==> src/sv/cccu_pkg.sv <==
// shared constants and width helpers for the circle contact unit
package cccu_pkg;

    // centre difference magnitudes are normalized so the larger lies in [2^29, 2^30)
    localparam int NORM_BITS   = 30;
    localparam int NORM_TOP    = NORM_BITS - 1;
    localparam int ROOT_W      = NORM_BITS + 1;
    localparam int SQRT_STEPS  = ROOT_W;
    localparam int QUEUE_DEPTH = 8;

    // packed width of one queued item for a given coordinate width
    function automatic int item_bits(input int cw);
        return 8 * cw + 2 * NORM_BITS + 3;
    endfunction

endpackage

==> src/sv/cccu_front.sv <==
// front end: takes a circle pair, forms the centre difference and normalizes it
module cccu_front #(
    parameter int CW = 32
) (
    input  logic                                  i_clk,
    input  logic                                  i_rst_n,
    input  logic                                  i_start,
    output logic                                  o_busy,
    input  logic signed [CW-1:0]                  i_center_a_x,
    input  logic signed [CW-1:0]                  i_center_a_y,
    input  logic        [CW-2:0]                  i_radius_a,
    input  logic signed [CW-1:0]                  i_center_b_x,
    input  logic signed [CW-1:0]                  i_center_b_y,
    input  logic        [CW-2:0]                  i_radius_b,
    input  logic [$clog2(cccu_pkg::QUEUE_DEPTH+1)-1:0] i_queue_count,
    output logic                                  o_push,
    output logic [cccu_pkg::item_bits(CW)-1:0]    o_item
);

    localparam int NB   = cccu_pkg::NORM_BITS;
    localparam int DW   = CW + 1;
    localparam int PW   = $clog2(DW);
    localparam int XW   = DW + NB;
    localparam int SW   = $clog2(XW);
    localparam int CNTW = $clog2(cccu_pkg::QUEUE_DEPTH + 1);

    typedef struct packed {
        logic signed [CW-1:0] ax;
        logic signed [CW-1:0] ay;
        logic signed [CW-1:0] bx;
        logic signed [CW-1:0] by;
        logic [CW-2:0]        ra;
        logic [CW-2:0]        rb;
        logic [DW-1:0]        mx;
        logic [DW-1:0]        my;
        logic [NB-1:0]        mxn;
        logic [NB-1:0]        myn;
        logic                 sx;
        logic                 sy;
        logic                 zero;
    } t_item;

    logic          r_f1_vld, r_f2_vld, r_f3_vld, r_f4_vld;
    t_item         r_f1_it, r_f2_it, r_f3_it, r_f4_it;
    t_item         n_f1_it, n_f2_it, n_f4_it;
    logic [DW-1:0] r_f1_dx, r_f1_dy, n_f1_dx, n_f1_dy;
    logic [PW-1:0] r_f3_pos, n_f3_pos;
    logic [DW-1:0] orv;
    logic          up;
    logic [SW-1:0] sh;
    logic [XW-1:0] shx, shy;
    logic [CNTW:0] load;
    logic          accept;

    // queued items plus everything still in the front must fit the queue
    assign load = (CNTW+1)'(i_queue_count) + (CNTW+1)'(r_f1_vld) + (CNTW+1)'(r_f2_vld)
                + (CNTW+1)'(r_f3_vld) + (CNTW+1)'(r_f4_vld);
    assign o_busy = load >= (CNTW+1)'(cccu_pkg::QUEUE_DEPTH);
    assign accept = i_start && !o_busy;

    always_comb begin
        n_f1_it    = '0;
        n_f1_it.ax = i_center_a_x;
        n_f1_it.ay = i_center_a_y;
        n_f1_it.bx = i_center_b_x;
        n_f1_it.by = i_center_b_y;
        n_f1_it.ra = i_radius_a;
        n_f1_it.rb = i_radius_b;
        n_f1_dx    = {i_center_a_x[CW-1], i_center_a_x} - {i_center_b_x[CW-1], i_center_b_x};
        n_f1_dy    = {i_center_a_y[CW-1], i_center_a_y} - {i_center_b_y[CW-1], i_center_b_y};
    end

    always_comb begin
        n_f2_it      = r_f1_it;
        n_f2_it.sx   = r_f1_dx[DW-1];
        n_f2_it.sy   = r_f1_dy[DW-1];
        n_f2_it.mx   = r_f1_dx[DW-1] ? (~r_f1_dx + DW'(1)) : r_f1_dx;
        n_f2_it.my   = r_f1_dy[DW-1] ? (~r_f1_dy + DW'(1)) : r_f1_dy;
        n_f2_it.zero = (r_f1_dx == '0) && (r_f1_dy == '0);
    end

    // leading one of mx|my is the leading one of the larger magnitude
    always_comb begin
        orv      = r_f2_it.mx | r_f2_it.my;
        n_f3_pos = '0;
        for (int i = 0; i < DW; i++) begin
            if (orv[i]) begin
                n_f3_pos = PW'(i);
            end
        end
    end

    always_comb begin
        up  = r_f3_pos < PW'(cccu_pkg::NORM_TOP);
        sh  = up ? (SW'(cccu_pkg::NORM_TOP) - SW'(r_f3_pos))
                 : (SW'(r_f3_pos) - SW'(cccu_pkg::NORM_TOP));
        shx = up ? (XW'(r_f3_it.mx) << sh) : (XW'(r_f3_it.mx) >> sh);
        shy = up ? (XW'(r_f3_it.my) << sh) : (XW'(r_f3_it.my) >> sh);
        n_f4_it     = r_f3_it;
        n_f4_it.mxn = shx[NB-1:0];
        n_f4_it.myn = shy[NB-1:0];
    end

    always_ff @(posedge i_clk) begin
        if (!i_rst_n) begin
            r_f1_vld <= 1'b0;
            r_f2_vld <= 1'b0;
            r_f3_vld <= 1'b0;
            r_f4_vld <= 1'b0;
        end else begin
            r_f1_vld <= accept;
            r_f2_vld <= r_f1_vld;
            r_f3_vld <= r_f2_vld;
            r_f4_vld <= r_f3_vld;
        end
    end

    always_ff @(posedge i_clk) begin
        r_f1_it  <= n_f1_it;
        r_f1_dx  <= n_f1_dx;
        r_f1_dy  <= n_f1_dy;
        r_f2_it  <= n_f2_it;
        r_f3_it  <= r_f2_it;
        r_f3_pos <= n_f3_pos;
        r_f4_it  <= n_f4_it;
    end

    assign o_push = r_f4_vld;
    assign o_item = r_f4_it;

endmodule

==> config.mk <==
export PLATFORM = sky130hd
export DESIGN_NAME = cccu_front
export DESIGN_NICKNAME = d
export VERILOG_FILES = /design/src/sv/cccu_pkg.sv /design/src/sv/cccu_front.sv
export SDC_FILE = /design/constraint.sdc
export NUM_CORES = 1
export LEC_CHECK = 0
export BUFFER_PORTS_ARGS = -buffer_cell sky130_fd_sc_hd__buf_4
export CAP_MARGIN = 10
export CORE_MARGIN = 8
export CORE_UTILIZATION = 45
export DETAILED_ROUTE_END_ITERATION = 16
export PLACE_DENSITY = 0.62
export SLEW_MARGIN = 20
export SYNTH_ARGS = -nofsm -noshare
export SYNTH_HDL_FRONTEND = slang
export SYNTH_SLANG_ARGS = --single-unit
==> constraint.sdc <==
create_clock -name i_clk -period 5.95 [get_ports i_clk]
set_clock_uncertainty 0.1 [all_clocks]
set_input_delay 0.595 -clock i_clk [delete_from_list [all_inputs] [get_ports i_clk]]
set_output_delay 0.595 -clock i_clk [all_outputs]
set_load 0.02 [all_outputs]
* Yosys cells after proc, flatten, opt, wreduce, memory -nomap -nowiden *
Index checks and enable logic that the tools add are counted.

operators by class
  add/sub/neg operators = 10
  magnitude comparators = 2
  shift-type cells = 4
  multiplexer cells = 36
  bitwise logic cells = 3
  reductions and logical operators = 5

operators by type and width
  kind                   number
  $mux 6                 31
  $add 33x1->33 const B  2
  $logic_not 33->1       2
  $not 33->33            2
  $shl 33x6->30          2
  $shr 33x6->30          2
  $sub 32x32->33         2
  $mux 32                2
  $mux 30                2
  $or 33x33->33          1
  $add 5x1->5            3
  $lt 6x5->1 const B     1
  $sub 5x6->6 const A    1
  $sub 6x5->6 const B    1
  $add 4x1->5            1
  $ge 5x4->1 const B     1
  $logic_and 1x1->1      2
  $logic_not 1->1        1
  $mux 1                 1

word-level totals
  register bits after elaboration = 1103
  input bits = 197
  output and inout bits = 321
  word-level logic and storage cells = 110

* Depth between registers and ports, before layout *
  depth after elaboration = 32
  mapped depth = 20
  depth with buffers taken out = 11

* Worst setup path after synthesis *
No wires, ideal clock.

  path type = reg-to-reg
  start point = reg r_f3_pos[0]
  end point = reg r_f4_it, in the netlist o_item[22]
  setup time = 0.129 ns
  arrival time = 4.058 ns
  required time = 5.721 ns
  slack = 1.664 ns
  cell stages (with the launch flop) = 20
  path buffers = 9
  clock period less this slack = 4.286 ns
  cells stage by stage = dfxtp_1 > buf_2 > inv_1 > clkbuf_1 > clkbuf_1 > buf_1 > ha_1 > and4b_1 > buf_2 > o21ai_1 > clkbuf_2 > nand2_2 > buf_4 > buf_4 > buf_2 > mux4_2 > nand2_1 > a21oi_1 > a2111oi_0 > nor2_1

RTL lines
  item                      line               RTL
  start: declaration        cccu_front.sv:47   logic [PW-1:0] r_f3_pos, n_f3_pos;
  start signal: assignment  cccu_front.sv:124  r_f3_pos <= n_f3_pos;
  end signal: assignment    cccu_front.sv:125  r_f4_it <= n_f4_it;
  end: declaration          cccu_front.sv:44   t_item r_f1_it, r_f2_it, r_f3_it, r_f4_it;

==> results.py <==
metrics = {
    "final_layout": {
        "multi_input_area_mm2": 0.0120,
        "antenna_cells": 0,
        "fin_nets": 4020,
        "areaGrowthSynthToFinish_pct": 30.4,
        "fin_util_pct": 59.1,
        "drive_gt1_share_pct": 22.3,
        "nFillCells": 6229,
        "area.sequential_mm2": 0.0221,
    },
    "floorplan": {
        "rows": 102,
        "core_mm2": 0.0772,
        "initial_utilization_pct": 45.3,
        "die_x_um": 295,
        "dieArea_mm2": 0.0870,
        "pin_count": 518,
        "die_h_um": 295,
    },
    "drt": {
        "drc": 0,
        "dr.pass1.iters": 7,
        "vias_per_cell": 5.44,
        "vias": 26500,
        "first_iter_violations": 2359,
        "drt-wirelength-per-cell_um": 24.2,
        "ant_nets": 0,
        "routed_wl_um": 118000,
    },
    "global_routing": {
        "track_usage_pct": 26.2,
        "grt_max_degree": 72,
        "grt_pass1_vias": 27100,
        "overflow": 0,
        "antenna_found_initial": 1,
        "grt_pass1_wl_um": 173000,
    },
    "clocking": {
        "cts_tree": "done",
        "h-tree-depth": 3,
        "cts_made_buffers": 105,
        "postCtsSetupBuffers": 0,
        "clock-sinks": 1103,
        "clockBufferDepth": 3,
        "clk-insertion-delay-late_ns": 0.67,
        "root_buffer": "clkbuf_16",
        "clk_pin_slew_ns": 0.06,
        "cts_resized": 0,
    },
    "sta": {
        "tns_ns": 0,
        "timing.hold.ws_ns": 0.0647,
        "fmax_mhz": 201,
        "fin_crit_ns": 4.96,
        "hold_viol": 0,
        "slew-limit-headroom_pct": 25.5,
        "worst_pin_slew_ns": 1.11,
        "setup_viol": 0,
        "finalCritPeriodShare_pct": 83.4,
        "fin_ws_ns": 0.987,
        "rsz0062_at_grt": "no",
        "final_max_slew_viol_count": 0,
    },
    "pwr": {
        "p_leak_nw": 19.6,
        "swShare_pct": 40.2,
        "p_switching_mw": 11.1,
        "total_power_mw": 27.6,
        "powerDensity_mw_per_mm2": 604,
        "internal-power_mw": 16.5,
        "irDropWorstVdd_uv": 340,
        "pwr-share-clk_pct": 24.9,
        "combPwrFrac_pct": 40.0,
        "seqPwrFrac_pct": 35.0,
    },
    "yosys": {
        "ys_types": 88,
        "yosysMostFrequentCell": "dfxtp_1",
        "synth_cells": 3021,
        "async_flop_share_pct": 0,
        "synthTopCellsByArea": "dfxtp_1 63%, mux4_2 4.1%, a21oi_1 3.0%",
        "yosys_warnings": 0,
        "ys_seq_area_share_pct": 63.1,
        "syn_area_mm2": 0.0350,
        "ys.flop_type": "dfxtp_1",
        "syn-num-nets": 3296,
        "avgSynthCellArea_um2": 11.6,
        "synth_edf_count": 0,
        "synth_top_cell_area_share_pct": 63.1,
        "yosys.area.top_type": "dfxtp_1",
        "yosys-top-cells-count": "1103 x dfxtp_1, 210 x a21oi_1, 203 x nand2_1",
        "ys_seq_elements": 1103,
    },
    "setup_path": {
        "cpLargestDelayFamily": "compound AO/OA/AOI/OAI gates",
        "crit_arrival_ns": 5.35,
        "crit_slowest_cell": "xnor2_2",
        "end_kind": "register",
        "required_ns": 6.33,
        "path_cells": "buf_4 > inv_1 > ha_1 > nand4b_1 > nand2_1 > mux2i_1 > xnor2_2 > buf_12 > a21o_1 > a21oi_1 > a2111oi_0",
        "cp.buffers_inverters": 3,
        "cp-start-kind": "register",
        "r2r_cells": 11,
        "slowest_delay_ns": 0.92,
        "crit_cells": 11,
        "critPathMaxFanout": 71,
        "crit_type": "reg -> reg",
    },
    "place": {
        "dpl.hpwl_um": 86400,
        "dp_slack_ns": 1.26,
        "portBuffers": 517,
        "gp_congestion": 0.980,
    },
    "run_status": {
        "status": "completed",
    },
    "job": {
        "drv_cap": 0,
    },
    "min_path": {
        "hp-class": "in -> reg",
        "hold_depth": 2,
    },
}
-- worst register-to-register path, delay by kind of cell (launching register included) --
kind                       cells  cell delay [ns]
AOI/OAI and AO/OA              3             1.17
xor gates and xnor gates       1             0.92
buffers and inverters          3             0.89
and+or+nand+nor                2             0.89
DFF                            1             0.30
muxes                          1             0.26
adders and majority gates      1             0.25
-- placed cells by master (no fill, tap or decap), types with 15 or more instances in the layout --
cell	synthesis	final
ha_1	73	73
and3_1	43	43
dlygate4sd3_1	0	190
o21a_1	15	15
mux2_2	17	17
xnor2_1	91	90
nor2_1	161	159
inv_1	107	106
nand3_1	70	70
a211oi_1	41	41
nand2_1	203	203
clkbuf_1	83	18
mux2i_1	73	72
clkbuf_16	0	107
a21o_1	22	22
a31oi_1	34	34
clkbuf_8	0	16
mux4_2	63	63
a22oi_1	23	23
o31ai_1	26	26
dfxtp_1	1103	1102
o21ai_0	111	111
a211o_1	16	15
nor3_1	46	46
buf_4	3	556
o22ai_1	23	23
o41ai_1	15	15
a21oi_1	210	209
xor2_1	18	17
nand2b_1	24	24
-- what timing repair did --
item,4_1_cts,5_1_grt
hold buffers,190,0
setup endpoints to repair,0,0
hold endpoints to repair,190,0
-- cell families after synthesis --
| group | share of synthesized area (%) |
|---|---|
| compound gates | 12.8 |
| xor+xnor | 2.73 |
| fa+ha+maj | 2.90 |
| buf+inv | 2.71 |
| flops | 63.1 |
| mux | 6.69 |
| simple gates | 9.04 |
-- per-stage QoR --
stage,instance area (µm²),instances
6_report,45600,4869
3_3_place_gp,40000,4487
3_5_place_dp,40000,4487
5_1_grt,45600,4869
2_1_floorplan,35000,3021
4_1_cts,45600,4868
-- power by group through the flow --
stage | Sequential [mW] | Combinational [mW] | Clock [mW]
floorplan | 9.66 | 6.08 | 0
global placement | 9.77 | 10.7 | 0
detailed placement | 9.78 | 10.5 | 0
CTS | 9.62 | 10.7 | 7.00
global route | 9.73 | 11.5 | 7.35
finish | 9.66 | 11.0 | 6.87
-- final timing paths --
kind              slack [ns]            to    startpoint
setup / recovery        0.99    o_item[27]   r_f3_pos[1]
hold / removal          0.06      r_f2_vld       i_rst_n
hold reg to reg         0.19  n_f4_it[191]  r_f2_it[191]
setup reg to reg        0.99    o_item[27]   r_f3_pos[1]
-- area by class of cell --
class,count,share of cell area (%)
clock buffer,141,6.50
clock inverter,50,1.52
inverter,107,0.880
multi-input combinational,1679,26.4
sequential,1103,48.4
tap,1040,2.85
timing repair buffer,749,13.5
-- state kept, by name, summed over array words and instances (netlist names) --
register	flops
n_f2_it	190
n_f4_it	259
o_item	319
o_push	1
r_f1_dx	33
r_f1_dy	33
r_f1_vld	1
r_f2_it	259
r_f2_vld	1
r_f3_pos	6
r_f3_vld	1
-- routing by layer --
layer	part of all wire (%)	wire length [µm]	vias to the layer above	track usage, %
li1	-	-	12200	-
met1	40	46700	12700	32.5
met2	46	54700	1295	42.4
met3	10	11900	276	8.28
met4	3.8	4510	0	10.1
met5	0	0	-	0
Note: power is estimated with default switching activity, not from simulation.
